### config.mk
export PLATFORM = sky130hd
export DESIGN_NAME = okm_sqrt
export DESIGN_NICKNAME = d
export VERILOG_FILES = /design/src/hdl/okm_pkg.sv /design/src/hdl/okm_sqrt.sv
export SDC_FILE = /design/constraint.sdc
export NUM_CORES = 1
export LEC_CHECK = 0
export BUFFER_PORTS_ARGS = -buffer_cell sky130_fd_sc_hd__buf_2
export CAP_MARGIN = 30
export CELL_PAD_IN_SITES_DETAIL_PLACEMENT = 1
export CELL_PAD_IN_SITES_GLOBAL_PLACEMENT = 1
export CORE_UTILIZATION = 46
export DETAILED_ROUTE_END_ITERATION = 8
export PLACE_DENSITY_LB_ADDON = 0.1
export SLEW_MARGIN = 20
export SYNTH_ARGS = -nofsm -noshare
export SYNTH_HDL_FRONTEND = slang
export SYNTH_SLANG_ARGS = --single-unit
### constraint.sdc
create_clock -name i_clk -period 3.4 [get_ports i_clk]
set_clock_uncertainty 0.2 [all_clocks]
set_input_delay 0.51 -clock i_clk [delete_from_list [all_inputs] [get_ports i_clk]]
set_output_delay 0.51 -clock i_clk [all_outputs]
set_load 0.05 [all_outputs]
### src/hdl/okm_pkg.sv
// okm_pkg: shared constants, codes and types of the online k-means engine
// used by every module under hdl but okm_ram; depends on nothing

package okm_pkg;

    // fixed field widths and storage sizes
    localparam int COORD_W      = 32;
    localparam int MAX_CLUSTERS = 16;
    localparam int MAX_DIMS     = 16;
    localparam int CL_W         = 4;
    localparam int DIM_W        = 4;
    localparam int ADDR_W       = CL_W + DIM_W;
    localparam int BANK_DEPTH   = MAX_CLUSTERS * MAX_DIMS;
    localparam int REG_W        = 5;
    localparam int TOL_W        = 32;

    // arithmetic widths
    localparam int CNT_W   = 63 - COORD_W;        // saturating assignment count
    localparam int PROD_W  = 2 * COORD_W;         // centre times count, squared difference
    localparam int QUO_W   = COORD_W + 1;         // running mean quotient magnitude
    localparam int ACC_W   = PROD_W + DIM_W;      // summed squared distance
    localparam int ROOT_W  = ACC_W / 2;           // integer square root
    localparam int SUM_W   = ROOT_W + CL_W;       // summed centre movement
    localparam int STEP_W  = 6;                   // step counters of the iterative units

    // bus widths
    localparam int KIND_W     = 2;
    localparam int MODE_W     = 2;
    localparam int S_TDATA_W  = 40;
    localparam int M_TDATA_W  = 40;
    localparam int APB_ADDR_W = 4;
    localparam int APB_DATA_W = 32;

    typedef enum logic [MODE_W-1:0] {
        MODE_SEED  = 2'd0,
        MODE_POINT = 2'd1,
        MODE_PASS  = 2'd2,
        MODE_READ  = 2'd3
    } t_mode;

    typedef enum logic [KIND_W-1:0] {
        KIND_ASSIGN = 2'd0,
        KIND_STATUS = 2'd1,
        KIND_READ   = 2'd2
    } t_kind;

    typedef enum logic [1:0] {
        REG_NUM_CLUSTERS = 2'd0,
        REG_NUM_DIMS     = 2'd1,
        REG_TOLERANCE    = 2'd2
    } t_reg_idx;

    // control shared by all cells of the point ring
    typedef struct packed {
        logic               load;
        logic [DIM_W-1:0]   idx;
        logic [COORD_W-1:0] val;
        logic               rot;
        logic [DIM_W-1:0]   last;
    } t_ring_ctl;

endpackage

### src/hdl/okm_sqrt.sv
// okm_sqrt: iterative integer square root, one root bit per cycle
// depends on okm_pkg (widths)

module okm_sqrt (
    input  logic                        i_clk,
    input  logic                        i_rst_n,
    input  logic                        i_start,
    input  logic [okm_pkg::ACC_W-1:0]   i_rad,
    output logic                        o_done,
    output logic [okm_pkg::ROOT_W-1:0]  o_root
);

    logic                        r_busy;
    logic                        r_done;
    logic [okm_pkg::STEP_W-1:0]  r_cnt;
    logic [okm_pkg::ACC_W-1:0]   r_rad;
    logic [okm_pkg::ROOT_W:0]    r_rem;
    logic [okm_pkg::ROOT_W-1:0]  r_root;

    logic [okm_pkg::ROOT_W+2:0]  cur;
    logic [okm_pkg::ROOT_W+2:0]  trial;
    logic [okm_pkg::ROOT_W+2:0]  diff;
    logic                        ge;

    always_comb begin
        cur   = {r_rem, r_rad[okm_pkg::ACC_W-1 -: 2]};
        trial = {1'b0, r_root, 2'b01};
        diff  = cur - trial;
        ge    = (cur >= trial);
    end

    always_ff @(posedge i_clk) begin
        if (!i_rst_n) begin
            r_busy <= 1'b0;
            r_done <= 1'b0;
            r_cnt  <= '0;
        end else if (i_start) begin
            r_busy <= 1'b1;
            r_done <= 1'b0;
            r_cnt  <= '0;
        end else if (r_busy) begin
            r_cnt <= r_cnt + 1'b1;
            if (r_cnt == okm_pkg::STEP_W'(okm_pkg::ROOT_W - 1)) begin
                r_busy <= 1'b0;
                r_done <= 1'b1;
            end
        end else begin
            r_done <= 1'b0;
        end
    end

    always_ff @(posedge i_clk) begin
        if (i_start) begin
            r_rad  <= i_rad;
            r_rem  <= '0;
            r_root <= '0;
        end else if (r_busy) begin
            r_rad  <= {r_rad[okm_pkg::ACC_W-3:0], 2'b00};
            r_rem  <= ge ? diff[okm_pkg::ROOT_W:0] : cur[okm_pkg::ROOT_W:0];
            r_root <= {r_root[okm_pkg::ROOT_W-2:0], ge};
        end
    end

    assign o_done = r_done;
    assign o_root = r_root;

endmodule

; Word level (Yosys, flattened, before mapping)
; Cells that the tools add are included.
[totals]
ff_bits = 145
inputBits = 71
out_inout_bits = 35
word_cells = 21
[classes]
n_addsub = 2
order_cmp = 1
n_eq_ne = 1
n_mux = 6
bitwise_logic = 2
reduce_logical = 3
[ops]
columns = cell, count
row1 = two-way mux 68 bit, 2
row2 = greater-or-equal comparator 37 x 36 -> 1 bit, 1
row3 = two-way mux 35 bit, 1
row4 = subtractor 35 bit, 1
row5 = "adder 6 x 1 -> 6 bit, second input constant", 1
row6 = "equality test 6 bit, second input constant", 1
row7 = two-way mux 1 bit, 3
row8 = OR reduction 3 bit, 1
row9 = inverter 1 bit, 2
row10 = nonzero test 2 bit, 1
row11 = OR reduction 2 bit, 1

; Depth between registers and ports, before layout
[depth]
word_depth = 4
ltp_mapped = 14
ltp_nobuf = 11

; Worst setup path after synthesis
; No wires, ideal clock.
[synth_timing]
kind = flip-flop to flip-flop
start = reg r_root, in the netlist o_root[6]
end = reg r_rem[31] in the netlist's numbering
setup_time_ns = 0.088
arrival_time_ns = 3.118
t_required_ns = 3.112
path_slack_ns = -0.006
stages_incl_launch_ff = 12
n_path_buf = 1
period_less_slack_ns = 3.406
path_cell_list = dfxtp_1 > inv_1 > ha_1 > buf_6 > a21oi_2 > o21bai_4 > a221oi_4 > o31ai_2 > a221o_1 > and4b_1 > or4b_1 > a311oi_2
[synth_between]
elab_chain_len = 2
[synth_lines]
columns = item, line
row1 = from (decl), okm_sqrt.sv:18  ; logic [okm_pkg::ROOT_W-1:0] r_root;
row2 = from (signal assigned), okm_sqrt.sv:60  ; r_root <= {r_root[okm_pkg::ROOT_W-2:0], ge};
row3 = subtractor 35 bit / greater-or-equal comparator 37 x 36 -> 1 bit (equally long branches), "okm_sqrt.sv:28, okm_sqrt.sv:29"
row4 = two-way mux 35 bit (*), okm_sqrt.sv:59  ; r_rem <= ge ? diff[okm_pkg::ROOT_W:0] : cur[okm_pkg::ROOT_W:0];
row5 = to (signal assigned), okm_sqrt.sv:59
row6 = to (decl), okm_sqrt.sv:17  ; logic [okm_pkg::ROOT_W:0] r_rem;
; Mark *: on every way between the ends. The rest lies on a longest branch, timed or not.
; A chain may end at the register's enable or synchronous reset.

; Worst setup path in the final report
[layout_timing]
start = reg r_root, in the netlist o_root[1]
end = reg r_rem[31] in the netlist's numbering
; Same word-level chain as after synthesis.

==> impl_metrics.json <==
{
  "initial_utilization": 0.476,
  "htree_levels": 4,
  "dpl.hpwl_microns": 15100,
  "yosys.area.top_type": "edfxtp_1",
  "die-area_sq_um": 17900,
  "row_count": 47,
  "min_to": "r_busy$_SDFF_PN0_",
  "reg2regPathDepth": 11,
  "setup_tns_ps": 0,
  "antenna_found_initial": 0,
  "antennaDiodeCount": 0,
  "layout_commonest_cell": "buf_2",
  "setup_viol": 0,
  "synth_cell_types": 67,
  "synthArstFlopShare": 0,
  "crit_path_start_kind": "flip-flop",
  "via_count": 6318,
  "clock.fmax_mhz": 308,
  "grt_first_pass_wirelength_microns": 34600,
  "die_h_microns": 134,
  "synth_edf_count": 68,
  "fin_crit_ps": 3240,
  "final_util": 0.565,
  "drcViolationCount": 0,
  "clock-sinks": 145,
  "dr.pass1.iters": 4,
  "stdcell_count": 1135,
  "clkLatencyLatePin_ps": 430,
  "ys_dominant_reg_cell": "dfxtp_1",
  "grt_overflow": 0,
  "ys_top_cells_by_area": "edfxtp_1 (25%), dfxtp_1 (19%), mux2_2 (9.3%)",
  "slew_viol_final": 0,
  "hp-class": "primary input to flip-flop",
  "worstMarginPinSlew_ps": 913,
  "synth_seq_area_share": 0.447,
  "core_sq_um": 16800,
  "clockBufferDepth": 2,
  "powerDensity_nw_per_um2": 972,
  "io_pins": 106,
  "worstReg2RegEnd": "r_rem[31]$_SDFFE_PP0P_",
  "via_per_inst": 5.57,
  "whs_path_depth": 2,
  "die_x_microns": 134,
  "timing.rr.start": "o_root[1]$_SDFFE_PP0P_",
  "synth_area_per_cell_sq_um": 10.2,
  "drive_above_1_share": 0.280,
  "ys_warn_count": 0,
  "nets": 1011,
  "status": "finished, final reports clean",
  "worstHoldStart": "i_rst_n",
  "grt_max_degree": 70,
  "synth_area_sq_um": 8010,
  "arrival_ps": 3380,
  "p_leak_nw": 3.90,
  "crit_required_ps": 3540,
  "cap_violations": 0,
  "cts_made_buffers": 17,
  "worstPathMaxFanout": 5,
  "criticalPathCategory": "flip-flop to flip-flop",
  "syn_nets": 898,
  "grt_pass1_vias": 6740,
  "synth.ff_latch_count": 145,
  "area_growth_pct": 18.6,
  "synthCells": 789,
  "fill_cells": 1906,
  "final_cell_mix": "buf_2 (104), nor2_1 (83), dfxtp_1 (75)",
  "yosysTopAreaCellShare": 0.255,
  "fin_area_sq_um": 9500,
  "cts_root_buffer": "clkbuf_16",
  "fin_crit_sh": 0.954,
  "cts_tree": "done",
  "rrSetupSlack_ps": 160,
  "clk_pin_slew_ps": 60,
  "place.port_buffers": 105,
  "finalHoldViolCount": 0,
  "vdd_drop_max_mv": 0.515,
  "drt-total-wl_microns": 21200,
  "placed_area_sq_um": 8870,
  "gp_congestion": 0.951,
  "grt.total_usage": 0.246,
  "ant_nets": 0,
  "whs_ps": 121,
  "crit_path_end_kind": "flip-flop",
  "dr.first_iter.drc_count": 352,
  "relSlewSlack": 0.391,
  "wl_per_cell_microns": 18.7,
  "dp_cells": 1102
}
## kinds of logic after synthesis
kind of cell | Yosys count | synth area share
AO/OA/AOI/OAI | 168 | 0.141
XOR/XNOR | 34 | 0.0372
adder cells (fa/ha/maj) | 38 | 0.0594
buffers and inverters | 87 | 0.0434
flip-flops | 145 | 0.447
multiplexers | 114 | 0.153
AND/OR/NAND/NOR | 203 | 0.119
## registers in the layout (all words and copies together), names as in the netlist
name    flops
r_rem      35
r_cnt       6
o_root     34
r_rad      68
r_busy      1
o_done      1
## synth_stat cells, drive strengths merged, types with 4 or more instances
library cell	number
a311oi	6
inv	47
o21ai	43
nand2b	9
nor2	84
dfxtp	77
a211oi	18
o21bai	6
nand3	6
a31oi	5
nor2b	11
mux2i	47
nor3b	5
ha	38
xor2	13
mux2	67
nand4	11
clkbuf	28
a21oi	50
nor3	7
edfxtp	68
a41oi	5
or3	4
xnor2	21
nand2	52
and2	4
buf	12
a21o	10
## critical path: stages (launching register included)
cell and delay [ps]:
dfxtp_1 370, inv_1 60, ha_2 330, o21ai_2 180
a22o_4 170, nand3_2 100, a221oi_4 330, o31ai_2 120
a221o_1 360, and4b_1 190, or4b_1 480, a311oi_2 250
## area by class of cell
type	count	area, sq um	area share
tap	220	275	0.0290
inverter	47	176	0.0186
sequential	145	3590	0.378
clock inverter	15	145	0.0153
timing repair buffer	134	758	0.0798
multi-input combinational	557	4130	0.435
clock buffer	17	425	0.0448
## worst max-delay path by stage
stage                        endpoint                   start  slack, ps  cells after the start
2_1_floorplan  r_rem[31]$_SDFFE_PP0P_  o_root[1]$_SDFFE_PP0P_          2                     11
3_5_place_dp   r_rem[31]$_SDFFE_PP0P_  o_root[1]$_SDFFE_PP0P_         60                     11
6_report       r_rem[31]$_SDFFE_PP0P_  o_root[1]$_SDFFE_PP0P_        160                     11
4_1_cts        r_rem[31]$_SDFFE_PP0P_  o_root[1]$_SDFFE_PP0P_         50                     11
3_3_place_gp   r_rem[31]$_SDFFE_PP0P_  o_root[1]$_SDFFE_PP0P_        200                     11
5_1_grt        r_rem[31]$_SDFFE_PP0P_  o_root[1]$_SDFFE_PP0P_         -7                     11
## layer usage
metal	global-route usage	wire, microns
met1	0.309	9440
met2	0.419	10200
met3	0.0745	1390
met4	0.0473	199
met5	0	0
## per-stage QoR
| stage | worst slack [ps] | power, mW |
|---|---|---|
| 2_1_floorplan | 2.28 | 5.73 |
| 3_3_place_gp | 201 | 7.14 |
| 3_5_place_dp | 62.3 | 7.24 |
| 4_1_cts | 53.8 | 9.16 |
| 5_1_grt | -7.32 | 9.82 |
| 6_report | 158 | 9.23 |
## report_power, final
part | internal [mW] | total [mW] | switching (mW)
logic | 2.24 | 5.12 | 2.88
clock network | 1.03 | 1.86 | 0.831
registers | 2.08 | 2.25 | 0.171
## what timing repair did
| action | CTS | global route |
|---|---|---|
| hold buffers | 0 | 0 |
| setup endpoints to repair | 0 | 29 |
| gates resized for setup | 0 | 10 |
| buffers inserted | 0 | 1 |
No activity file was read; power rests on OpenSTA's default activity.
