$ cat src/hdl/okm_pkg.sv
// okm_pkg: shared constants, codes and types of the online k-means engine
// used by every module under hdl but okm_ram; depends on nothing

package okm_pkg;

    // fixed field widths and storage sizes
    localparam int COORD_W      = 32;
    localparam int MAX_CLUSTERS = 16;
    localparam int MAX_DIMS     = 16;
    localparam int CL_W         = 4;
    localparam int DIM_W        = 4;
    localparam int ADDR_W       = CL_W + DIM_W;
    localparam int BANK_DEPTH   = MAX_CLUSTERS * MAX_DIMS;
    localparam int REG_W        = 5;
    localparam int TOL_W        = 32;

    // arithmetic widths
    localparam int CNT_W   = 63 - COORD_W;        // saturating assignment count
    localparam int PROD_W  = 2 * COORD_W;         // centre times count, squared difference
    localparam int QUO_W   = COORD_W + 1;         // running mean quotient magnitude
    localparam int ACC_W   = PROD_W + DIM_W;      // summed squared distance
    localparam int ROOT_W  = ACC_W / 2;           // integer square root
    localparam int SUM_W   = ROOT_W + CL_W;       // summed centre movement
    localparam int STEP_W  = 6;                   // step counters of the iterative units

    // bus widths
    localparam int KIND_W     = 2;
    localparam int MODE_W     = 2;
    localparam int S_TDATA_W  = 40;
    localparam int M_TDATA_W  = 40;
    localparam int APB_ADDR_W = 4;
    localparam int APB_DATA_W = 32;

    typedef enum logic [MODE_W-1:0] {
        MODE_SEED  = 2'd0,
        MODE_POINT = 2'd1,
        MODE_PASS  = 2'd2,
        MODE_READ  = 2'd3
    } t_mode;

    typedef enum logic [KIND_W-1:0] {
        KIND_ASSIGN = 2'd0,
        KIND_STATUS = 2'd1,
        KIND_READ   = 2'd2
    } t_kind;

    typedef enum logic [1:0] {
        REG_NUM_CLUSTERS = 2'd0,
        REG_NUM_DIMS     = 2'd1,
        REG_TOLERANCE    = 2'd2
    } t_reg_idx;

    // control shared by all cells of the point ring
    typedef struct packed {
        logic               load;
        logic [DIM_W-1:0]   idx;
        logic [COORD_W-1:0] val;
        logic               rot;
        logic [DIM_W-1:0]   last;
    } t_ring_ctl;

endpackage

$ cat src/hdl/okm_cell.sv
// okm_cell: one cell of the point ring, holds one buffered coordinate
// depends on okm_pkg (t_ring_ctl, widths)

module okm_cell (
    input  logic                        i_clk,
    input  okm_pkg::t_ring_ctl          i_ctl,
    input  logic [okm_pkg::DIM_W-1:0]   i_pos,
    input  logic [okm_pkg::COORD_W-1:0] i_next,
    input  logic [okm_pkg::COORD_W-1:0] i_head,
    output logic [okm_pkg::COORD_W-1:0] o_val
);

    logic [okm_pkg::COORD_W-1:0] r_val;
    logic [okm_pkg::COORD_W-1:0] n_val;

    // ring wraps at the last coordinate in use, cells beyond it hold
    always_comb begin
        n_val = r_val;
        if (i_ctl.load && (i_ctl.idx == i_pos)) begin
            n_val = i_ctl.val;
        end else if (i_ctl.rot && (i_pos <= i_ctl.last)) begin
            n_val = (i_pos == i_ctl.last) ? i_head : i_next;
        end
    end

    always_ff @(posedge i_clk) begin
        r_val <= n_val;
    end

    assign o_val = r_val;

endmodule

$ cat config.mk
export PLATFORM = sky130hd
export DESIGN_NAME = okm_cell
export DESIGN_NICKNAME = d
export VERILOG_FILES = /design/src/hdl/okm_pkg.sv /design/src/hdl/okm_cell.sv
export SDC_FILE = /design/constraint.sdc
export NUM_CORES = 1
export LEC_CHECK = 0
export BUFFER_PORTS_ARGS = -buffer_cell sky130_fd_sc_hd__buf_2
export CELL_PAD_IN_SITES_DETAIL_PLACEMENT = 0
export CELL_PAD_IN_SITES_GLOBAL_PLACEMENT = 1
export CORE_ASPECT_RATIO = 0.6
export CORE_MARGIN = 4
export CORE_UTILIZATION = 33
export DETAILED_ROUTE_END_ITERATION = 10
export HOLD_SLACK_MARGIN = 0.15
export PLACE_DENSITY_LB_ADDON = 0.1
export SYNTH_ARGS = -nofsm -noshare
export SYNTH_HDL_FRONTEND = slang
export SYNTH_SLANG_ARGS = --single-unit
$ cat constraint.sdc
create_clock -name i_clk -period 6.9 [get_ports i_clk]
set_input_delay 0.69 -clock i_clk [delete_from_list [all_inputs] [get_ports i_clk]]
set_output_delay 0.69 -clock i_clk [all_outputs]
set_load 0.01 [all_outputs]
# After elaboration in Yosys (flattened, before gate mapping)

Index checks and enable logic that the tools add are counted.

Input bits: 111
Output and inout port bits: 32
Bits in registers: 32
Logic and storage cells: 10

Muxes and demuxes: 3
Equality and inequality tests: 2
Order comparisons: 1
Reductions and logical operators: 3

Operators with widths:

| cell                | count |
|---|---|
| 32-bit two-way mux  | 3 |
| 4-bit == test       | 2 |
| 4-bit <= comparator | 1 |
| 1-bit logical AND   | 2 |
| 2-bit nonzero test  | 1 |

# Longest topological paths before layout

Gate-level depths: netlist of the first run.

Depth in word-level cells: 4
Gate-level depth with buffers: 7
Gate-level depth less buffers: 6

# Least setup slack after synthesis of the first run

Ideal clock, no wire load.

Path type: input-to-reg
From: in i_ctl[2] (netlist name)
To: reg r_val, in the netlist o_val[0] (enable)
Path slack: 3967 ps
Setup time: 478 ps
Cell stages on the path: 7
Data required time: 6422 ps
Arrival time: 2455 ps
Path through: inv_1 ha_1 nand4_1 clkbuf_1 o31ai_1 o31ai_1 nand2_1

Longest elaborated chain between the ends: 3

Ends and longest elaborated chain:

| element                      | line           | RTL |
|---|---|---|
| from (decl)                  | okm_cell.sv:6  | `input okm_pkg::t_ring_ctl i_ctl,` |
| 4-bit <= comparator          | okm_cell.sv:21 | `end else if (i_ctl.rot && (i_pos <= i_ctl.last)) begin` |
| 1-bit logical AND            | okm_cell.sv:21 |  |
| 2-bit nonzero test (no line) | --             |  |
| to (signal assigned)         | okm_cell.sv:27 | `r_val <= n_val;` |
| to (decl)                    | okm_cell.sv:13 | `logic [okm_pkg::COORD_W-1:0] r_val;` |

Every way passes these cells.
A chain may end at the register's enable or synchronous reset.

# Worst setup path in the final report of the first run

From: in i_pos[1] (netlist name)
To: reg r_val, in the netlist o_val[6] (enable)

Longest elaborated chain between the ends: 3

Ends and longest elaborated chain:

| element                                              | line                           | RTL |
|---|---|---|
| from (decl)                                          | okm_cell.sv:7                  | `input logic [okm_pkg::DIM_W-1:0] i_pos,` |
| 4-bit <= comparator or 4-bit == test (tied branches) | okm_cell.sv:21, okm_cell.sv:19 |  |
| 1-bit logical AND, on equally long branches          | okm_cell.sv:21, okm_cell.sv:19 |  |
| 2-bit nonzero test (no line) (*)                     | --                             |  |

Every way passes the cells marked *; elsewhere a longest branch is shown, timed or not.

==> results of run 1 <==
==> final cells by class <==
cell class	count	area (um2)
Fill cell	525	2869
Sequential cell	32	960.9
Multi-Input combinational cell	79	957.2
Timing Repair Buffer	145	733.2
Tap cell	80	100.1
Clock buffer	6	72.57
Clock inverter	2	35.03
Inverter	7	26.28
==> cells in the final DEF, fill, tap and decap left out, drive strengths merged <==
cell / instances
or4b: 1
ha: 4
a222oi: 1
o21ai: 1
buf: 145
xor2: 1
clkbuf: 6
inv: 7
o31ai: 2
a2111oi: 1
o22ai: 1
mux2: 64
nand4: 1
nand2: 1
bufinv: 1
nor2: 1
edfxtp: 32
clkinv: 1
==> report_power, final <==
part / switching, mW / internal, mW / total, mW / leakage (nW)
clock: 0.0655 / 0.107 / 0.173 / 0.0552
combinational: 0.0655 / 0.0830 / 0.148 / 1.09
sequential: 0.00645 / 0.253 / 0.260 / 0.307
total: 0.137 / 0.443 / 0.581 / 1.45
==> worst max-delay path, cell delays in order <==
cell	delay, ns
buf_2	0.09
inv_1	0.05
a222oi_1	0.27
or4b_2	0.61
buf_4	0.32
nand2_1	0.12
buf_4	0.38
==> logic make-up after synthesis <==
family | count (synthesis)
multiplexers | 64
flip-flops | 32
buffers and inverters | 14
AO/OA/AOI/OAI | 6
adder cells (fa/ha/maj) | 4
AND/OR/NAND/NOR | 4
XOR/XNOR | 1
==> worst max-delay path by stage <==
stage / endpoint / slack [ns] / cells after the start
after floorplan: o_val[0]$_DFFE_PP_ / 3.97 / 7
after global placement: o_val[20]$_DFFE_PP_ / 3.97 / 7
after detailed placement: o_val[20]$_DFFE_PP_ / 3.97 / 7
after CTS: o_val[2]$_DFFE_PP_ / 4.26 / 7
after global routing: o_val[2]$_DFFE_PP_ / 4.11 / 7
final: o_val[6]$_DFFE_PP_ / 4.27 / 7
==> through the flow <==
stage / instances / util, % / power, mW / setup WS, ns / instance area [um2]
6_report: 351 / 50.14 / 0.5807 / 4.268 / 2885
5_1_grt: 351 / 50.14 / 0.6171 / 4.106 / 2885
4_1_cts: 351 / 50.14 / 0.5929 / 4.265 / 2885
3_5_place_dp: 343 / 48.27 / 0.4153 / 3.971 / 2778
3_3_place_gp: 343 / 48.27 / 0.4143 / 3.966 / 2778
2_1_floorplan: 125 / - / 0.3461 / 3.967 / 2027
==> metal layers <==
layer	part of all wire, %	vias to the layer above
li1	-	771
met1	42	665
met2	46	77
met3	11	4
met4	0.78	0
met5	0	-
==> results.md, run 1 <==
- Met3 GRT Util: 5.395%
- Slew @ Worst Pin: 0.5887 ns
- GR Util All Layers: 12.79%
- Count leader, synth: mux2_2
- Max_cap viols: 0
- H-tree Lvls: 2
- Simple-gate area share of the yosys netlist: around 1.2%
- Post-synth top area share: 47.41%
- Crit start category: input port
- CP Launch Point: i_pos[1]
- Syn nets: 240
- Core area: 5754 um2
- Layout cell share with drive strength beyond 1: 80.44%
- Gr busiest metal: met2
- Global route overflow: 0
- Chip height: 68.71 um
- Vias/cell: 4.322
- PD cells: 201.2 nW/um2
- Number of post-CTS setup repair buffers: 0
- Static leakage: 1.448 nW
- Leading area contributor after synthesis: edfxtp_1
- Largest net degree at the start of global routing: 34
- First-pass GRT wire length: roughly 7200 um
- Root Buffer: clkbuf_8
- Initial Utilization: between 30% and 40%
- Min-delay worst type: in2reg
- Largest family of logic cells by synthesized area: multiplexers
- CP Capture Type: register
- Crit-path max FO: 33
- Post-CTS Resized: 0
- Antenna Nets Post-Route: 0
- Crit Path Class: in2reg
- Hold_sp: i_ctl[33]
- Dpl hpwl: 3933 um
- Post-synth EDFFs: 32
- CTS Hold Bufs: 0
- M2 GR Usage: 21.56%
- TritonCTS clock tree: done
- RSZ-0062 raised after global routing: false
- Mapped cell area: 2027 um2
- Mux contribution to synthesized area: between 40% and 50%
- Max-Slew Margin vs Limit: 60.64%
- Number of DRC markers in iteration 0: 21
- Hold endpoint: o_val[28]$_DFFE_PP_
- Worst Path Arrival: ~2.6 ns
- Final worst path period share: between 30% and 40%
- Hold Vio Cnt, Final: 0
- Area growth from synthesis to layout: 42.35%
- RePlAce Congestion: 0.7521
- Largest cells by area after synthesis: edfxtp_1 47%, mux2_4 21%, mux2_2 19%
- Total number of vias: 1517
- Synth Area in XOR/XNOR: 0.4321%
- TritonRoute pass-1 iters: 4
- # setup viols final: 0
- N_diodes: 0
- Clock transition at path regs: 0.07 ns
- Layout Nets: 385
- Row cnt: 21
- Number of global-route vias before repair: 1572
- Adder-cell share of the synthesized area: 2.469%
- Met1 Use GR: around 15%
- Yosys cell types: 19
- TNS Setup: 0 ns
- Leading post-synthesis cells by instance count: 35 x mux2_2, 32 x edfxtp_1, 29 x mux2_4
- Syn avg cell area: 16.22 um2
- Drt total wl: 4982 um
- Clk sinks: 32
- # port buffers: 142
- Worst EP required: about 6.8 ns
- DIE AREA: between 7000 and 8000 um2
- Max reg flops: 32
- Main synth FF type: edfxtp_1
- Number of synthesis warnings: 0
- Maximum VDD drop: 0.08408 mV
- Wire per inst: 14.19 um
- Asr flop ratio synth: 0%
- Outcome: completed
- Die W: 109.2 um
- Boundary Pins: 143
- CTS Buf Count: 5
- Sequential share of the synthesized area: 47.41%
- Syn Inst Count: 125
- Min Tclk post-route: 2.632 ns
- Synth Register Bits: 32
- Drc violations: 0
- Hold depth: 2
- Synth Area in Compound Gates: under 10%
- Hold WS: 0.7066 ns
- Clk buf depth: 2
- Initial antenna violation count: 0
- Peak Freq: 379.9 MHz
- Max Slew Vio Count: 0
No activity file was read; power rests on OpenSTA's default activity.
==> run 2, diff against run 1 <==
--- a/config.mk
+++ b/config.mk
@@ -10,7 +10,7 @@
 export CELL_PAD_IN_SITES_GLOBAL_PLACEMENT = 1
 export CORE_ASPECT_RATIO = 0.6
 export CORE_MARGIN = 4
-export CORE_UTILIZATION = 33
+export CORE_UTILIZATION = 28
 export DETAILED_ROUTE_END_ITERATION = 10
 export HOLD_SLACK_MARGIN = 0.15
 export PLACE_DENSITY_LB_ADDON = 0.1
==> constraint.sdc (replaced) <==
create_clock -name i_clk -period 2.2 [get_ports i_clk]
set_input_delay 0.22 -clock i_clk [delete_from_list [all_inputs] [get_ports i_clk]]
set_output_delay 0.22 -clock i_clk [all_outputs]
set_load 0.01 [all_outputs]
==> results.md, run 2 (same netlist as run 1, synthesis figures left out) <==
- CTS Hold Bufs: 0
- Dpl hpwl: roughly 4200 um
- CTS Buf Count: 5
- DIE AREA: just under 9000 um2
- Max_cap viols: 0
- Largest net degree at the start of global routing: 34
- H-tree Lvls: 2
- Slowest cell on crit path: or4b_2
- Clock transition at path regs: 0.05 ns
- Layout Nets: 387
- CP Cell Sequence: buf_2, inv_1, a222oi_1, or4b_2, buf_12, nand2_2, buf_12
- Root Buffer: clkbuf_16
- Crit-path max FO: 33
- Total number of vias: 1547
- Final worst path period share: a little under nine tenths
- # setup viols final: 0
- Crit-path most repeated cell: buf_12
- Outcome: completed
- Core area: 6849 um2
- TritonCTS clock tree: done
- Vias/cell: 4.309
- Maximum VDD drop: 0.2470 mV
- Clk sinks: 32
- Max-Slew Margin vs Limit: around 67%
- GR Util All Layers: a little under an eighth
- TritonRoute pass-1 iters: 4
- Number of DRC markers in iteration 0: 60
- Max Slew Vio Count: 0
- Chip height: approximately 74 um
- Multi-input combinational cell area: 959.7 um2
- Crit path largest cell delay: 0.66 ns
- Boundary Pins: roughly 140
- Commonest non-fill, non-tap cells in the layout: 142 x buf_2, 35 x mux2_2, 32 x edfxtp_1, 29 x mux2_4, 6 x inv_1
- Initial Utilization: 29.59%
- Crit Path Class: in2reg
- RePlAce Congestion: 0.7689
- Family with the most delay on the worst path: simple AND/OR/NAND/NOR gates
- Clk buf depth: 2
- Area growth from synthesis to layout: 46.79%
- Hold Vio Cnt, Final: 0
- Buffers & Inverters on Critical Path: 4
- PD cells: approximately 650 nW/um2
- Die W: 117.8 um
- Worst Path Arrival: 1.85 ns
- Initial antenna violation count: 0
- Most common cell after layout, fill and taps aside: buf_2
- Min Tclk post-route: 1.873 ns
- Post-layout util: 43.44%
- Max reg flops: 32
- Min-delay worst type: in2reg
- RSZ-0062 raised after global routing: false
- Static leakage: 1.483 nW
- Fillers: 670
- Drc violations: 0
- # port buffers: 142
- Worst EP required: 2.17 ns
- Flip-flop and latch area: 960.9 um2
- CP Capture Type: register
- Number of global-route vias before repair: 1593
- Drt total wl: 5164 um
- Wire per inst: approximately 14 um
- Hold WS: 0.2505 ns
- Peak Freq: 533.9 MHz
- Post-CTS Resized: 0
- Crit start category: input port
- First-pass GRT wire length: 7886 um
- Antenna Nets Post-Route: 0
- Layout cell share with drive strength beyond 1: 80.88%
- Row cnt: 23
- Global route overflow: 0
- Number of post-CTS setup repair buffers: 0
- Slew @ Worst Pin: ~0.48 ns
- N_diodes: 0
- Total power: 1.937 mW
- TNS Setup: 0 ns
## run 2: changes by cell type in the layout (fill, tap and decap cells not counted)
| cell | before | now |
|---|---|---|
| clkbuf_16 | 0 | 5 |
| clkbuf_8 | 5 | 0 |
| buf_12 | 0 | 3 |
| buf_4 | 3 | 2 |
| bufinv_16 | 1 | 0 |
| nand2_1 | 1 | 0 |
| nand2_2 | 0 | 1 |
## run 2: report_power, final
part	switching (mW)	internal [mW]
combinational	0.214	0.279
clock	0.220	0.410
sequential	0.0202	0.795
## run 2: final cells by class
type | count | area share [%]
inverters | 7 | 0.8831
multi-input cells | 79 | 32.25
well taps | 87 | 3.659
clock buffers | 6 | 4.331
clock inverters | 1 | 0.1682
flip-flops and latches | 32 | 32.30
repair buffers | 147 | 26.41
## run 2: path summary, 6_finish.rpt
path       from                   to  slack, ns  depth (start not counted)
max    i_pos[1]   o_val[0]$_DFFE_PP_       0.33                          7
min   i_ctl[26]  o_val[21]$_DFFE_PP_       0.25                          2
## run 2: through the flow
| step | area (um2) | std cells | setup WS [ns] |
|---|---|---|---|
| 6_report | 2975 | 359 | 0.3270 |
| 5_1_grt | 2975 | 359 | 0.2586 |
| 4_1_cts | 2975 | 359 | 0.3072 |
| 3_5_place_dp | 2841 | 352 | 0.01661 |
| 3_3_place_gp | 2841 | 352 | 0.05048 |
| 2_1_floorplan | 2029 | 125 | 0.002642 |
## run 2: routing by layer
layer	GRT usage, %	routed length (um)
met5	0	0
met4	3.896	49
met3	4.769	471
met2	16.79	2272
met1	15.63	2370
==> run 3, diff against run 2 <==
--- a/config.mk
+++ b/config.mk
@@ -14,6 +14,7 @@
 export DETAILED_ROUTE_END_ITERATION = 10
 export HOLD_SLACK_MARGIN = 0.15
 export PLACE_DENSITY_LB_ADDON = 0.1
+export RECOVER_POWER = 50
 export SYNTH_ARGS = -nofsm -noshare
 export SYNTH_HDL_FRONTEND = slang
 export SYNTH_SLANG_ARGS = --single-unit
==> results.md, run 3 (same netlist as run 1, synthesis figures left out) <==
- Outcome: completed
- Total number of vias: 1524
- N_diodes: 0
- # setup viols final: 0
- CP Cell Sequence: clkbuf_1, inv_1, a222oi_1, or4b_2, buf_6, nand2_2, buf_12
- TritonRoute pass-1 iters: 4
- Crit path largest cell delay: 0.63 ns
- Max-Slew Margin vs Limit: 67.13%
- Global route overflow: 0
- Number of DRC markers in iteration 0: 53
- CTS Hold Bufs: 0
- Dpl hpwl: 4189 um
- # port buffers: 142
- Initial Utilization: 29.59%
- Total power: 1.898 mW
- Hold endpoint: o_val[17]$_DFFE_PP_
- Antenna Nets Post-Route: 0
- Drt total wl: 5259 um
- Slew @ Worst Pin: 0.4806 ns
- TNS Setup: 0 ns
- Number of global-route vias before repair: 1593
- Vias/cell: ~4.2
- Core area: 6849 um2
- Largest net degree at the start of global routing: 34
- Drc violations: 0
- DIE AREA: 8709 um2
- Slowest cell on crit path: or4b_2
- Chip height: 73.91 um
- Hold depth: 2
- Max reg flops: 32
- Row cnt: 23
- CTS Buf Count: 5
- Crit Path Class: in2reg
- Crit start category: input port
- RSZ-0062 raised after global routing: false
- First-pass GRT wire length: between 7000 and 8000 um
- Die W: approximately 120 um
- Worst EP required: 2.18 ns
- Commonest non-fill, non-tap cells in the layout: 109 x buf_2, 35 x mux2_2, 34 x clkbuf_1, 32 x edfxtp_1, 16 x mux2_4
- Number of post-CTS setup repair buffers: 0
- Family with the most delay on the worst path: simple AND/OR/NAND/NOR gates
- Post-layout util: 42.00%
- Hold Vio Cnt, Final: 0
- Max_cap viols: 0
- GR Util All Layers: 11.54%
- Final worst path period share: 87.52%
- H-tree Lvls: 2
- Root Buffer: clkbuf_16
- CP Capture Type: register
- Worst Path Arrival: between 1.5 and 2 ns
- Min-delay worst type: in2reg
- Post-CTS Resized: 0
- Min Tclk post-route: 1.925 ns
- TritonCTS clock tree: done
- Hold WS: 0.2317 ns
- Clk sinks: 32
- Maximum VDD drop: approximately 0.25 mV
- Initial antenna violation count: 0
- Max Slew Vio Count: 0
- Static leakage: 1.318 nW
- Fillers: 689
- Hold_sp: i_ctl[22]
- Boundary Pins: 143
- Layout Nets: ~390
- Crit-path max FO: 33
- Clk buf depth: 2
- Buffers & Inverters on Critical Path: 4
- Layout cell share with drive strength beyond 1: a little under two thirds
- Peak Freq: roughly 520 MHz
- PD cells: ~660 nW/um2
- RePlAce Congestion: between 0.7 and 0.8
- Area growth from synthesis to layout: 41.91%
- Most common cell after layout, fill and taps aside: buf_2
- Wire per inst: 14.65 um
- Clock transition at path regs: 0.05 ns
==> run 3: changes by cell type in the layout (fill, tap and decap cells not counted), sizes merged <==
cell,previous run,this run
buf,147,114
clkbuf,6,39
==> run 3: report_power, final <==
part | leakage, nW | switching (mW) | total, mW | internal, mW
Clock | 0.0667 | 0.223 | 0.632 | 0.410
Sequential | 0.307 | 0.0238 | 0.819 | 0.795
Combinational | 0.944 | 0.213 | 0.447 | 0.233
==> run 3: how the worst max path moves through the flow <==
stage | startpoint | to | depth (start not counted) | slack (ns)
6_report | i_pos[1] | o_val[1]$_DFFE_PP_ | 7 | 0.27
5_1_grt | i_pos[1] | o_val[13]$_DFFE_PP_ | 7 | 0.20
4_1_cts | i_pos[1] | o_val[17]$_DFFE_PP_ | 7 | 0.31
3_5_place_dp | i_pos[1] | o_val[9]$_DFFE_PP_ | 7 | 0.02
3_3_place_gp | i_pos[1] | o_val[9]$_DFFE_PP_ | 7 | 0.05
2_1_floorplan | i_ctl[2] | o_val[0]$_DFFE_PP_ | 7 | 0.003
==> run 3: layout make-up <==
| class | instances | area (um2) | area share, % |
|---|---|---|---|
| clock inverter | 1 | 5.005 | 0.1740 |
| multi-input combinational | 79 | 910.9 | 31.67 |
| inverter | 7 | 26.28 | 0.9134 |
| sequential | 32 | 960.9 | 33.41 |
| tap | 87 | 108.9 | 3.784 |
| clock buffer | 6 | 128.9 | 4.480 |
| timing repair buffer | 147 | 735.7 | 25.58 |
==> run 3: metal layers <==
| layer | part of all wire [%] | track usage [%] | vias to the layer above |
|---|---|---|---|
| li1 | - | - | 775 |
| met4 | 0.91 | 3.896 | 0 |
| met3 | 8.5 | 4.769 | 5 |
| met5 | 0 | 0 | - |
| met2 | 43 | 16.79 | 68 |
| met1 | 48 | 15.63 | 676 |
==> run 3: stage by stage <==
step / setup WS [ns] / std cells / cell area [um2]
4_1_cts: 0.3072 / 359 / 2975
3_3_place_gp: 0.05048 / 352 / 2841
3_5_place_dp: 0.01661 / 352 / 2841
5_1_grt: 0.1951 / 359 / 2877
2_1_floorplan: 0.002642 / 125 / 2029
6_report: 0.2746 / 359 / 2877
