**config.mk**
```make
export PLATFORM = sky130hd
export DESIGN_NAME = okm_div
export DESIGN_NICKNAME = d
export VERILOG_FILES = /design/src/hdl/okm_pkg.sv /design/src/hdl/okm_div.sv
export SDC_FILE = /design/constraint.sdc
export NUM_CORES = 1
export LEC_CHECK = 0
export BUFFER_PORTS_ARGS = -buffer_cell sky130_fd_sc_hd__buf_2
export CAP_MARGIN = 10
export CORE_ASPECT_RATIO = 0.7
export CORE_MARGIN = 2
export CORE_UTILIZATION = 50
export CTS_CLUSTER_DIAMETER = 30
export DETAILED_ROUTE_END_ITERATION = 16
export PLACE_DENSITY = 0.88
export SLEW_MARGIN = 20
export SYNTH_ARGS = -nofsm -noshare
export SYNTH_HDL_FRONTEND = slang
export SYNTH_SLANG_ARGS = --single-unit
```
**constraint.sdc**
```tcl
create_clock -name i_clk -period 3.3 [get_ports i_clk]
set_clock_uncertainty 0.05 [all_clocks]
set_input_delay 0.165 -clock i_clk [delete_from_list [all_inputs] [get_ports i_clk]]
set_output_delay 0.165 -clock i_clk [all_outputs]
set_load 0.05 [all_outputs]
```
**src/hdl/okm_pkg.sv**
```systemverilog
// okm_pkg: shared constants, codes and types of the online k-means engine
// used by every module under hdl but okm_ram; depends on nothing

package okm_pkg;

    // fixed field widths and storage sizes
    localparam int COORD_W      = 32;
    localparam int MAX_CLUSTERS = 16;
    localparam int MAX_DIMS     = 16;
    localparam int CL_W         = 4;
    localparam int DIM_W        = 4;
    localparam int ADDR_W       = CL_W + DIM_W;
    localparam int BANK_DEPTH   = MAX_CLUSTERS * MAX_DIMS;
    localparam int REG_W        = 5;
    localparam int TOL_W        = 32;

    // arithmetic widths
    localparam int CNT_W   = 63 - COORD_W;        // saturating assignment count
    localparam int PROD_W  = 2 * COORD_W;         // centre times count, squared difference
    localparam int QUO_W   = COORD_W + 1;         // running mean quotient magnitude
    localparam int ACC_W   = PROD_W + DIM_W;      // summed squared distance
    localparam int ROOT_W  = ACC_W / 2;           // integer square root
    localparam int SUM_W   = ROOT_W + CL_W;       // summed centre movement
    localparam int STEP_W  = 6;                   // step counters of the iterative units

    // bus widths
    localparam int KIND_W     = 2;
    localparam int MODE_W     = 2;
    localparam int S_TDATA_W  = 40;
    localparam int M_TDATA_W  = 40;
    localparam int APB_ADDR_W = 4;
    localparam int APB_DATA_W = 32;

    typedef enum logic [MODE_W-1:0] {
        MODE_SEED  = 2'd0,
        MODE_POINT = 2'd1,
        MODE_PASS  = 2'd2,
        MODE_READ  = 2'd3
    } t_mode;

    typedef enum logic [KIND_W-1:0] {
        KIND_ASSIGN = 2'd0,
        KIND_STATUS = 2'd1,
        KIND_READ   = 2'd2
    } t_kind;

    typedef enum logic [1:0] {
        REG_NUM_CLUSTERS = 2'd0,
        REG_NUM_DIMS     = 2'd1,
        REG_TOLERANCE    = 2'd2
    } t_reg_idx;

    // control shared by all cells of the point ring
    typedef struct packed {
        logic               load;
        logic [DIM_W-1:0]   idx;
        logic [COORD_W-1:0] val;
        logic               rot;
        logic [DIM_W-1:0]   last;
    } t_ring_ctl;

endpackage

```
**src/hdl/okm_div.sv**
```systemverilog
// okm_div: iterative restoring divider, one quotient bit per cycle
// depends on okm_pkg (widths); quotient must fit QUO_W bits

module okm_div (
    input  logic                        i_clk,
    input  logic                        i_rst_n,
    input  logic                        i_start,
    input  logic [okm_pkg::PROD_W-1:0]  i_num,
    input  logic [okm_pkg::COORD_W-1:0] i_den,
    output logic                        o_done,
    output logic [okm_pkg::QUO_W-1:0]   o_quo
);

    logic                        r_busy;
    logic                        r_done;
    logic [okm_pkg::STEP_W-1:0]  r_cnt;
    logic [okm_pkg::COORD_W-1:0] r_rem;
    logic [okm_pkg::COORD_W-1:0] r_den;
    logic [okm_pkg::QUO_W-1:0]   r_q;

    logic [okm_pkg::COORD_W:0]   trial;
    logic [okm_pkg::COORD_W:0]   diff;
    logic                        ge;

    always_comb begin
        trial = {r_rem, r_q[okm_pkg::QUO_W-1]};
        diff  = trial - {1'b0, r_den};
        ge    = (trial >= {1'b0, r_den});
    end

    always_ff @(posedge i_clk) begin
        if (!i_rst_n) begin
            r_busy <= 1'b0;
            r_done <= 1'b0;
            r_cnt  <= '0;
        end else if (i_start) begin
            r_busy <= 1'b1;
            r_done <= 1'b0;
            r_cnt  <= '0;
        end else if (r_busy) begin
            r_cnt <= r_cnt + 1'b1;
            if (r_cnt == okm_pkg::STEP_W'(okm_pkg::QUO_W - 1)) begin
                r_busy <= 1'b0;
                r_done <= 1'b1;
            end
        end else begin
            r_done <= 1'b0;
        end
    end

    // high numerator bits start as the partial remainder
    always_ff @(posedge i_clk) begin
        if (i_start) begin
            r_rem <= okm_pkg::COORD_W'(i_num[okm_pkg::PROD_W-1:okm_pkg::QUO_W]);
            r_q   <= i_num[okm_pkg::QUO_W-1:0];
            r_den <= i_den;
        end else if (r_busy) begin
            r_rem <= ge ? diff[okm_pkg::COORD_W-1:0] : trial[okm_pkg::COORD_W-1:0];
            r_q   <= {r_q[okm_pkg::QUO_W-2:0], ge};
        end
    end

    assign o_done = r_done;
    assign o_quo  = r_q;

endmodule

```
==> After elaboration in Yosys (flattened, before gate mapping) <==
Cells that the tools add are included.
{ "classes": {"mux": 8, "n_bitwise": 2, "add_sub_neg": 2, "n_reduce_logical": 3, "eq_ne": 1, "order_cmp": 1} }
{ "ops": {"columns": ["operator", "n"], "rows": [
  ["2-to-1 mux 33 bit", 2],
  ["2-to-1 mux 31 bit", 2],
  [">= comparator 33 x 32 -> 1 bit", 1],
  ["2-to-1 mux 32 bit", 1],
  ["subtractor 32 bit", 1],
  ["adder 6 x 1 -> 6 bit (second input constant)", 1],
  ["equality test 6 bit (second input constant)", 1],
  ["2-to-1 mux 1 bit", 3],
  ["OR reduction 3 bit", 1],
  ["NOT 1 bit", 2],
  ["nonzero test 2 bit", 1],
  ["OR reduction 2 bit", 1]
]} }
{ "totals": {"output_inout_bits": 34, "inputBits": 99, "wordCells": 24, "ff_bits": 105} }

==> Logic depth before layout (Yosys ltp) <==
Gate-level depths: netlist (run 1).
{ "depth": {"ltp_word": 4, "ltp_mapped": 13, "mapped_depth_nobuf": 13} }

==> Least setup slack after synthesis (run 1) <==
No wires, ideal clock.
{ "synth_path": {"kind": "register -> register", "start": "register r_q, in the netlist o_quo[32]", "end": "register r_rem[26] (netlist name), data pin", "required_time_ns": 2.989, "t_arrival_ns": 3.228, "setup_ns": 0.261, "path_stages_with_launch": 13, "setup_slack_ns": -0.239, "synth_period_minus_slack_ns": 3.539, "n_path_buf": 0, "cell_sequence": "edfxtp_1 > inv_1 > ha_1 > inv_1 > fa_1 > a21o_1 > a221o_2 > a2111oi_2 > o21a_2 > o21ai_0 > a41o_1 > xnor2_1 > a221o_1"} }
{ "synth_via": {"elab_chain_cells": 4, "word_cells_on_any_way": 5, "cone_classes": "add/sub: 1; order compare: 1; mux: 3"} }
{ "synth_lines": {"columns": ["item", "line_no", "text"], "rows": [
  ["start, declared", "okm_div.sv:19", "logic [okm_pkg::QUO_W-1:0] r_q;"],
  ["start signal, assigned", "okm_div.sv:55", "r_q <= i_num[okm_pkg::QUO_W-1:0];"],
  ["start signal, assigned", "okm_div.sv:59", "r_q <= {r_q[okm_pkg::QUO_W-2:0], ge};"],
  ["subtractor 32 bit / >= comparator 33 x 32 -> 1 bit (equally long branches)", "okm_div.sv:27, okm_div.sv:28", null],
  ["2-to-1 mux 32 bit *", "okm_div.sv:58", "r_rem <= ge ? diff[okm_pkg::COORD_W-1:0] : trial[okm_pkg::COORD_W-1:0];"],
  ["2-to-1 mux 31 bit *", "okm_div.sv:57", "end else if (r_busy) begin"],
  ["2-to-1 mux 31 bit *", "okm_div.sv:53", "if (i_start) begin"],
  ["end signal, assigned", "okm_div.sv:54", "r_rem <= okm_pkg::COORD_W'(i_num[okm_pkg::PROD_W-1:okm_pkg::QUO_W]);"],
  ["end signal, assigned", "okm_div.sv:58", null],
  ["end, declared", "okm_div.sv:17", "logic [okm_pkg::COORD_W-1:0] r_rem;"]
]} }
Mark *: on every way between the ends. The rest lies on a longest branch, timed or not. The select of a mux whose other input is x is not followed.
A chain may end at the register's enable or synchronous reset.

==> Final worst setup path (run 1) <==
{ "layout_path": {"start": "register r_q, in the netlist o_quo[32]", "end": "register r_rem[22] (netlist name), data pin"} }
The elaborated chain is that of the path after synthesis.

==> impl_metrics.py, run 1 <==
metrics = {
    "setup_path": {
        "end_kind": "flip-flop",
        "reg2regPathDepth": 13,
        "crit_top_cell": "inv_2",
        "cp_slowest_cell": "a221o_2",
        "cp-start-kind": "flip-flop",
        "rrSetupSlack_ns": -0.04,
        "slowest_delay_ns": 0.44,
        "worstReg2RegStart": "o_quo[32]",
        "path_cells": "inv_2 -> ha_4 -> inv_2 -> fa_2 -> a21o_1 -> a221o_2 -> a2111oi_4 -> o21a_2 -> o21bai_1 -> a21oi_1 -> xor2_1 -> o21ai_1 -> mux2_4",
        "reg2reg_to": "r_rem[22]",
        "critPathMaxFanout": 5,
        "worstPathArrival_ns": 3.40,
        "crit_type": "reg2reg",
        "cp.required_ns": 3.35,
    },
    "global_route": {
        "grt_max_degree": 118,
        "grt_pass1_wl_um": 21800,
        "track_usage_pct": 20.6,
        "grt_overflow_total": 0,
        "antenna_found_initial": 0,
        "grt_pass1_vias": 4568,
    },
    "detailed_routing": {
        "vias": 4784,
        "post_drt_wl_per_cell_um": 16.0,
        "drt_iter0_markers": 366,
        "postRouteWirelength_um": 14100,
        "via_per_inst": 5.44,
        "ant_nets": 0,
        "remaining_drc_errors": 0,
        "first_pass_iters": 5,
    },
    "worst_hold_path": {
        "worst_hold_path_type": "in2reg",
        "hp-start": "i_num[34]",
        "hold_end": "r_rem[1]",
        "hold_depth": 3,
    },
    "placed_design": {
        "numPortBuffers": 132,
        "hpwl_um": 9640,
        "place_ws_ns": -0.0273,
        "place.gp.congestion": 0.900,
    },
    "synthesis": {
        "synth_edf_count": 96,
        "syn_inst": 551,
        "ys_warn_count": 0,
        "synth_seq_area_share_pct": 49.8,
        "postSynthAreaPerCell_um2": 11.2,
        "async_flop_share_pct": 0,
        "synthFlopType": "edfxtp_1",
        "syn-cell-area_mm2": 0.00615,
        "ys_ff_latch": 105,
        "yosys.cell_types.count": 61,
        "synth_nets": 685,
    },
    "run_status": {
        "violations": "setup timing",
        "status": "complete, but fails checks",
    },
    "timing": {
        "hold_violations": 0,
        "grt_setup_unrepaired": "yes",
        "slew_viol_final": 0,
        "worst_slew_pin_slew_ns": 0.839,
        "relSlewSlack_pct": 44.1,
        "setup_violations": 1,
        "layout_min_cycle_time_ns": 3.34,
        "fin_ws_ns": -0.0447,
        "fin_tns_setup_ns": -0.0447,
        "fin_crit_sh_pct": 101,
        "max_freq_mhz": 299,
        "holdWs_ns": 0.0546,
    },
    "power": {
        "ir_drop_uv": 334,
        "power_leakage_nw": 3.40,
        "power_density_mw_per_mm2": 699,
    },
    "finish": {
        "final_common_cell": "buf_2",
        "nets": 852,
        "fin_util_pct": 65.8,
        "synthToLayoutAreaGrowth_pct": 26.8,
        "mostFrequentLayoutCells": "buf_2 (131), edfxtp_1 (96), mux2_2 (48)",
        "fill_cells": 901,
        "diodes": 0,
        "layout-drive-gt1-share_pct": 32.2,
    },
    "flow_run": {
        "cap_violations": 0,
    },
    "die": {
        "die_w_um": 137,
        "die_height_um": 96.8,
        "die_area_mm2": 0.0132,
        "design.core.area_mm2": 0.0119,
        "start_util_pct": 51.9,
        "rows": 33,
        "ioPinCount": 133,
    },
    "clocking": {
        "clk_pin_slew_ns": 0.08,
        "clock_latency_ns": 0.35,
        "htree_levels": 3,
        "clock_path_buffers": 2,
        "cts.sinks": 105,
        "cts_root_buffer": "clkbuf_16",
        "cts_tree": "yes",
        "cts_buffers": 9,
    },
}
-- power breakdown --
| part | internal [mW] | switching [mW] |
|---|---|---|
| logic | 1.05 | 1.40 |
| clock network | 0.612 | 0.528 |
| registers | 1.73 | 0.120 |
-- flip-flops by register name, summed over array words and instances, names as in the netlist --
name / flops
r_rem: 32
r_cnt: 6
o_done: 1
r_busy: 1
o_quo: 33
r_den: 32
-- logic make-up (layout without fill, tap and decap cells) --
| logic type | count (synthesis) | in the layout | synth area share (%) |
|---|---|---|---|
| compound gates | 139 | 139 | 14.7 |
| flops | 105 | 105 | 49.8 |
| fa+ha+maj | 35 | 35 | 7.24 |
| mux | 55 | 55 | 9.95 |
| buf+inv | 67 | 239 | 4.50 |
| xor+xnor | 30 | 30 | 4.27 |
| simple gates | 120 | 120 | 9.52 |
-- routing by layer --
metal  global-route usage [%]  vias to the layer above  share of wire (%)
met1                     30.2                     2236                 48
met5                        0                        -                  0
met3                     4.51                       13                6.6
met2                     31.5                      181                 44
li1                         -                     2354                  -
met4                     4.01                        0               0.78
-- synthesized netlist by cell type (2+ instances only) --
cell type / count / share of area (%)
a211o_1: 6 / 0.85
a211oi_1: 6 / 0.73
a21o_1: 15 / 1.8
a21oi_1: 41 / 3.3
a221o_1: 4 / 0.65
a221oi_1: 2 / 0.28
a31oi_1: 3 / 0.31
and3_1: 3 / 0.31
and3b_1: 5 / 0.71
buf_1: 4 / 0.24
buf_4: 2 / 0.24
buf_6: 2 / 0.37
clkbuf_1: 14 / 0.85
dfxtp_1: 9 / 2.9
edfxtp_1: 96 / 47
ha_1: 34 / 6.9
inv_1: 43 / 2.6
mux2_2: 49 / 9.0
mux2i_1: 6 / 0.98
nand2_1: 44 / 2.7
nand2b_1: 8 / 0.81
nand3_1: 8 / 0.65
nand4_1: 4 / 0.41
nor2_1: 26 / 1.6
nor2b_1: 6 / 0.61
nor3_1: 4 / 0.33
nor3b_1: 5 / 0.61
o2111ai_1: 2 / 0.28
o21ai_0: 28 / 2.3
o21ai_1: 9 / 0.73
o21bai_1: 2 / 0.24
o22ai_1: 2 / 0.20
o31ai_1: 3 / 0.37
xnor2_1: 9 / 1.3
xor2_1: 21 / 3.0
-- timing repair --
action / 4_1_cts / 5_1_grt
setup buffers: 1 / 7
cloned: 0 / 1
hold buffers: 33 / 0
setup endpoints to repair: 7 / 32
resized for setup: 2 / 11
endpoints found under the hold margin: 33 / 0
pin swaps: 1 / 8
-- worst max path at each step --
stage	startpoint	slack, ns	endpoint	depth (start not counted)
4_1_cts	r_rem[3]	-0.009	r_rem[10]	11
6_report	o_quo[32]	-0.04	r_rem[22]	13
2_1_floorplan	o_quo[32]	-0.02	r_rem[24]	13
3_3_place_gp	o_quo[32]	0.09	r_rem[24]	13
5_1_grt	o_quo[32]	-0.14	r_rem[22]	13
3_5_place_dp	o_quo[32]	-0.03	r_rem[24]	13
-- stage by stage --
stage          instance area [µm²]  total power, mW  cells
3_5_place_dp                  6990             4.09    822
3_3_place_gp                  6990             4.05    822
4_1_cts                       7670             5.30    872
2_1_floorplan                 6170             3.58    551
6_report                      7800             5.45    880
5_1_grt                       7800             5.76    880
-- worst max-delay path: cells and delay by family, from the launching register on --
family,cells,cell delay (ns)
adders and majority gates,2,0.47
DFF,1,0.41
buffers and inverters,2,0.12
AOI/OAI and AO/OA,7,1.60
xor gates and xnor gates,1,0.19
muxes,1,0.26
-- final cells by class --
class                   instances  area, µm²  area share (%)
clock buffers                   9        225            2.89
clock inverters                 7       95.1            1.22
inverters                      43        161            2.07
multi-input cells             379       2900            37.1
flip-flops and latches        105       3060            39.3
well taps                     157        196            2.52
repair buffers                180       1160            14.9
Power figures use the tool's default switching activity.
==> run 2: changes to the inputs <==
Settings changed: ABC_AREA set to 1, CORE_UTILIZATION 50 to 51.
==> impl_metrics.py, run 2 <==
metrics = {
    "run_status": {
        "status": "complete, no violations",
    },
    "timing": {
        "relSlewSlack_pct": 51.7,
        "holdWs_ns": 0.0177,
        "max_freq_mhz": 367,
        "worst_slew_pin_slew_ns": 0.725,
        "hold_violations": 0,
        "slew_viol_final": 0,
        "grt_setup_unrepaired": "no",
        "fin_tns_setup_ns": 0,
        "setup_violations": 0,
        "layout_min_cycle_time_ns": 2.73,
        "fin_crit_sh_pct": 82.6,
    },
    "power": {
        "power_leakage_nw": 4.55,
        "power_density_mw_per_mm2": 588,
        "clkPwrFrac_pct": 22.7,
        "ir_drop_uv": 295,
        "p_sw_mw": 2.08,
        "totalPowerFinal_mw": 5.09,
        "p_int_mw": 3.01,
        "swShare_pct": 40.9,
        "power_frac_seq_pct": 34.6,
        "comb_power_share_pct": 42.7,
    },
    "die": {
        "die_area_mm2": 0.0150,
        "die_height_um": 103,
        "die_w_um": 146,
        "start_util_pct": 51.9,
        "ioPinCount": 133,
        "rows": 36,
        "design.core.area_mm2": 0.0138,
    },
    "finish": {
        "fill_cells": 1216,
        "final_common_cell": "nand2_1",
        "register_area_mm2": 0.00306,
        "layout-drive-gt1-share_pct": 14.5,
        "diodes": 0,
        "mostFrequentLayoutCells": "nand2_1 (442), inv_1 (156), buf_2 (131)",
        "largest_reg_flops": 33,
        "synthToLayoutAreaGrowth_pct": 20.7,
        "nets": 1277,
        "multi_input_area_mm2": 0.00339,
    },
    "synthesis": {
        "async_flop_share_pct": 0,
        "synth_most_common_cell": "nand2_1",
        "synth_top_area_share_pct": 40.2,
        "synthFlopType": "edfxtp_1",
        "yosys.area.top_type": "edfxtp_1",
        "synth_common_cells": "nand2_1 (443), inv_1 (157), edfxtp_1 (96)",
        "syn-cell-area_mm2": 0.00717,
        "synth_edf_count": 96,
        "syn_inst": 986,
        "ys_ff_latch": 105,
        "synth_nets": 1120,
        "yosys.cell_types.count": 30,
        "ys_warn_count": 0,
        "synth_seq_area_share_pct": 42.7,
        "postSynthAreaPerCell_um2": 7.27,
        "yosys-top-cells-area": "edfxtp_1 (40%), nand2_1 (23%), inv_1 (8.2%)",
    },
    "clocking": {
        "clock_latency_ns": 0.36,
        "cts_root_buffer": "clkbuf_16",
        "cts_buffers": 9,
        "cts_tree": "yes",
        "htree_levels": 3,
        "cts_setup_buffers": 0,
        "clk_pin_slew_ns": 0.09,
        "clock_path_buffers": 2,
        "cts.sinks": 105,
    },
    "setup_path": {
        "worstReg2RegStart": "r_rem[20]",
        "worstPathArrival_ns": 2.78,
        "cp-start-kind": "flip-flop",
        "critPathMaxFanout": 32,
        "end_kind": "flip-flop",
        "crit_start": "r_rem[20]",
        "crit_type": "reg2reg",
        "cp.required_ns": 3.35,
    },
    "flow_run": {
        "cap_violations": 0,
    },
    "placed_design": {
        "numPortBuffers": 132,
        "place.gp.congestion": 0.992,
        "hpwl_um": 13500,
    },
    "detailed_routing": {
        "post_drt_wl_per_cell_um": 13.7,
        "ant_nets": 0,
        "postRouteWirelength_um": 18400,
        "via_per_inst": 4.95,
        "drt_iter0_markers": 530,
        "remaining_drc_errors": 0,
        "vias": 6627,
        "first_pass_iters": 7,
    },
    "worst_hold_path": {
        "worst_hold_path_type": "in2reg",
        "hp-start": "i_num[27]",
    },
    "global_route": {
        "antenna_found_initial": 0,
        "grt_pass1_wl_um": 29900,
        "grt_overflow_total": 0,
        "grt_max_degree": 68,
        "track_usage_pct": 24.8,
        "grt_pass1_vias": 6228,
    },
}
## run 2: cell types whose count changed in the layout (fill, tap and decap cells not counted), sizes merged, moves of 8 or more
cell	delta
a21oi	-19
inv	+117
buf	-9
nand2	+403
nand2b	-8
nor2	+21
nand3b	+41
nand3	+51
xor2	-21
nor3	+11
mux2	-49
a21o	-15
o21ai	-38
## run 2: layer usage
| metal | vias to the layer above | part of all wire, % | GRT usage (%) |
|---|---|---|---|
| li1 | 3396 | - | - |
| met1 | 2969 | 49 | 34.9 |
| met2 | 240 | 43 | 39.7 |
| met3 | 22 | 7.1 | 5.48 |
| met4 | 0 | 1.2 | 6.18 |
| met5 | - | 0 | 0 |
## run 2: path summary, 6_finish.rpt
path,cells after the start,to,slack [ns]
worst max-delay path,12,r_rem[21],0.57
worst min-delay path,3,o_quo[27],0.02
worst max register to register,12,r_rem[21],0.57
worst min register to register,2,r_cnt[5],0.45
## run 2: what timing repair did
item | 4_1_cts | 5_1_grt
hold buffers | 33 | 0
resized for setup | 0 | 0
endpoints found under the hold margin | 33 | 0
setup endpoints to repair | 0 | 0
## run 2: layout make-up
cell class / count / share of cell area (%)
multi-input combinational: 698 / 39.2
tap: 190 / 2.75
timing repair buffer: 170 / 12.1
clock inverter: 6 / 0.867
inverter: 159 / 6.90
sequential: 105 / 35.4
clock buffer: 10 / 2.89
## run 2: kinds of logic after synthesis
kind of cell               count (synthesis)  synth area share, %
AOI/OAI and AO/OA                         31                 2.48
xor gates and xnor gates                  15                 1.83
adders and majority gates                 35                 6.21
buffers and inverters                    183                 10.1
DFF                                      105                 42.7
and+or+nand+nor                          617                 36.7
## run 2: power by group through the flow
stage | Sequential, mW | Clock [mW] | Combinational [mW]
after CTS | 1.76 | 1.17 | 2.15
after floorplan | 1.91 | 0 | 1.47
after detailed placement | 1.78 | 0 | 2.10
after global routing | 1.78 | 1.22 | 2.44
final | 1.76 | 1.16 | 2.18
after global placement | 1.78 | 0 | 2.05
## run 2: per-stage QoR
step	setup slack [ns]	instance area [µm²]	std cells	util [%]
after CTS	0.580	8660	1338	62.6
after floorplan	0.886	7170	986	-
after global placement	0.686	8000	1289	57.9
after detailed placement	0.607	8000	1289	57.9
final	0.574	8660	1338	62.6
after global routing	0.366	8660	1338	62.6
## run 2: critical path, stage by stage (launching register included)
cell      delay [ns]
edfxtp_1        0.41
ha_1            0.43
nand2_1         0.12
nor2_1          0.23
nand2_1         0.10
nor2_1          0.20
nand2_1         0.09
nand2_1         0.11
nor2_4          0.12
nand2_4         0.33
nand2_1         0.14
nand3_1         0.10
nand2_1         0.06
==> run 3: changes to the inputs <==
Settings changed: ABC_AREA 1 to 0, CORE_UTILIZATION 51 to 50.
Clock period 3.3 ns to 2.2 ns, I/O delays scaled along.
==> impl_metrics.py, run 3 (synthesized netlist as in run 1, its figures left out) <==
metrics = {
    "worst_hold_path": {
        "hold_end": "r_rem[30]",
        "hp-start": "i_num[63]",
        "worst_hold_path_type": "in2reg",
        "hold_depth": 3,
    },
    "timing": {
        "grt_setup_unrepaired": "yes",
        "holdWs_ns": -0.00283,
        "slew_viol_final": 0,
        "relSlewSlack_pct": 65.5,
        "hold_violations": 2,
        "setup_violations": 33,
        "fin_crit_sh_pct": 150,
        "fin_tns_setup_ns": -29.36,
        "layout_min_cycle_time_ns": 3.30,
        "max_freq_mhz": 303,
        "fin_ws_ns": -1.10,
        "worst_slew_pin_slew_ns": 0.504,
    },
    "clocking": {
        "clock_latency_ns": 0.36,
        "cts.sinks": 105,
        "htree_levels": 3,
        "cts_root_buffer": "clkbuf_16",
        "clk_pin_slew_ns": 0.08,
        "clock_path_buffers": 2,
        "cts_buffers": 9,
        "cts_tree": "yes",
    },
    "detailed_routing": {
        "drt_iter0_markers": 545,
        "remaining_drc_errors": 0,
        "post_drt_wl_per_cell_um": 18.4,
        "first_pass_iters": 5,
        "ant_nets": 0,
        "vias": 5625,
        "via_per_inst": 5.65,
        "postRouteWirelength_um": 18300,
    },
    "power": {
        "power_density_mw_per_mm2": 1130,
        "ir_drop_uv": 685,
        "totalPowerFinal_mw": 10.1,
        "power_leakage_nw": 4.05,
    },
    "flow_run": {
        "cap_violations": 0,
    },
    "global_route": {
        "grt_overflow_total": 0,
        "antenna_found_initial": 0,
        "grt_pass1_vias": 5798,
        "grt_pass1_wl_um": 28100,
        "track_usage_pct": 27.0,
        "grt_max_degree": 73,
    },
    "run_status": {
        "violations": "hold timing, setup timing",
        "status": "complete, but fails checks",
    },
    "die": {
        "die_height_um": 96.8,
        "ioPinCount": 133,
        "design.core.area_mm2": 0.0119,
        "die_w_um": 137,
        "die_area_mm2": 0.0132,
        "start_util_pct": 51.9,
        "rows": 33,
    },
    "setup_path": {
        "path_cells": "inv_1 -> ha_2 -> inv_2 -> fa_2 -> a21o_1 -> a221o_2 -> a2111oi_4 -> o21a_2 -> o21bai_1 -> a21oi_2 -> xor2_1 -> o21ai_1 -> mux2_2",
        "path_buf_inv": 2,
        "worstReg2RegStart": "o_quo[32]",
        "cp-start-kind": "flip-flop",
        "rrSetupSlack_ns": -1.10,
        "end_kind": "flip-flop",
        "cp_slowest_cell": "edfxtp_1",
        "crit_type": "reg2reg",
        "cp.required_ns": 2.25,
        "reg2reg_to": "r_rem[22]",
        "slowest_delay_ns": 0.39,
        "worstPathArrival_ns": 3.35,
        "critPathMaxFanout": 5,
        "cp_top_family": "compound AO/OA/AOI/OAI gates",
        "reg2regPathDepth": 13,
    },
    "finish": {
        "register_area_mm2": 0.00306,
        "final_common_cell": "buf_2",
        "layout-drive-gt1-share_pct": 46.6,
        "nets": 968,
        "diodes": 0,
        "fill_cells": 715,
        "mostFrequentLayoutCells": "buf_2 (132), buf_4 (109), edfxtp_1 (96)",
        "synthToLayoutAreaGrowth_pct": 46.4,
        "largest_reg_flops": 33,
        "multi_input_area_mm2": 0.00313,
    },
    "placed_design": {
        "numPortBuffers": 132,
        "place.gp.congestion": 0.958,
        "hpwl_um": 11500,
    },
}
-- run 3: changes by cell type in the layout (fill, tap and decap cells not counted), moves of 14 or more --
cell / change
nand2_1: -398
inv_1: -115
buf_4: +104
nand3_1: -49
mux2_2: +43
nand3b_1: -41
nor2_1: -25
xor2_1: +21
o21ai_1: +18
a21o_1: +15
nor3_1: -14
-- run 3: area by class of cell --
class / instances / area share, %
clock buffer: 9 / 2.50
clock inverter: 7 / 0.862
inverter: 43 / 1.79
multi-input combinational: 379 / 34.8
sequential: 105 / 34.0
tap: 157 / 2.18
timing repair buffer: 296 / 23.8
-- run 3: worst max path at each step --
stage	from	endpoint	slack, ns	cells after the start
3_5_place_dp	r_den[4]	r_rem[10]	-1.03	12
3_3_place_gp	o_quo[32]	r_rem[22]	-0.94	13
6_report	o_quo[32]	r_rem[22]	-1.10	13
2_1_floorplan	o_quo[32]	r_rem[24]	-1.12	13
5_1_grt	o_quo[32]	r_rem[16]	-1.17	13
4_1_cts	o_quo[32]	r_rem[22]	-1.01	13
-- run 3: per-stage QoR --
| stage | setup WS [ns] | util [%] | cells | area, µm² |
|---|---|---|---|---|
| after floorplan | -1.12 | - | 551 | 6190 |
| after global placement | -0.941 | 65.6 | 924 | 7780 |
| after detailed placement | -1.03 | 65.6 | 924 | 7780 |
| after CTS | -1.01 | 75.1 | 993 | 8890 |
| after global routing | -1.17 | 76.0 | 996 | 9000 |
| final | -1.10 | 76.0 | 996 | 9000 |
-- run 3: report_power, final --
part           switching [mW]  internal (mW)
clock                   0.787          0.896
combinational            2.84           2.81
sequential              0.199           2.60
total                    3.83           6.30
-- run 3: tightest hold or removal path, delay by kind of cell --
family	cells	cell delay (ns)
and+or+nand+nor	1	0.04
buffers and inverters	1	0.08
AOI/OAI and AO/OA	1	0.06
-- run 3: repair_timing --
| item | in CTS | in global routing |
|---|---|---|
| gates cloned | 4 | 0 |
| hold endpoints to repair | 36 | 0 |
| buffers inserted | 13 | 6 |
| hold buffers | 36 | 0 |
| setup endpoints to repair | 33 | 33 |
| resized for setup | 70 | 29 |
| pin swaps | 23 | 21 |
-- run 3: routing by layer --
metal | part of all wire, % | up-vias | track usage, %
met2 | 49 | 267 | 45.0
met5 | 0 | - | 0
met4 | 2.1 | 0 | 8.41
met3 | 6.9 | 47 | 4.77
met1 | 42 | 2717 | 35.7
li1 | - | 2594 | -
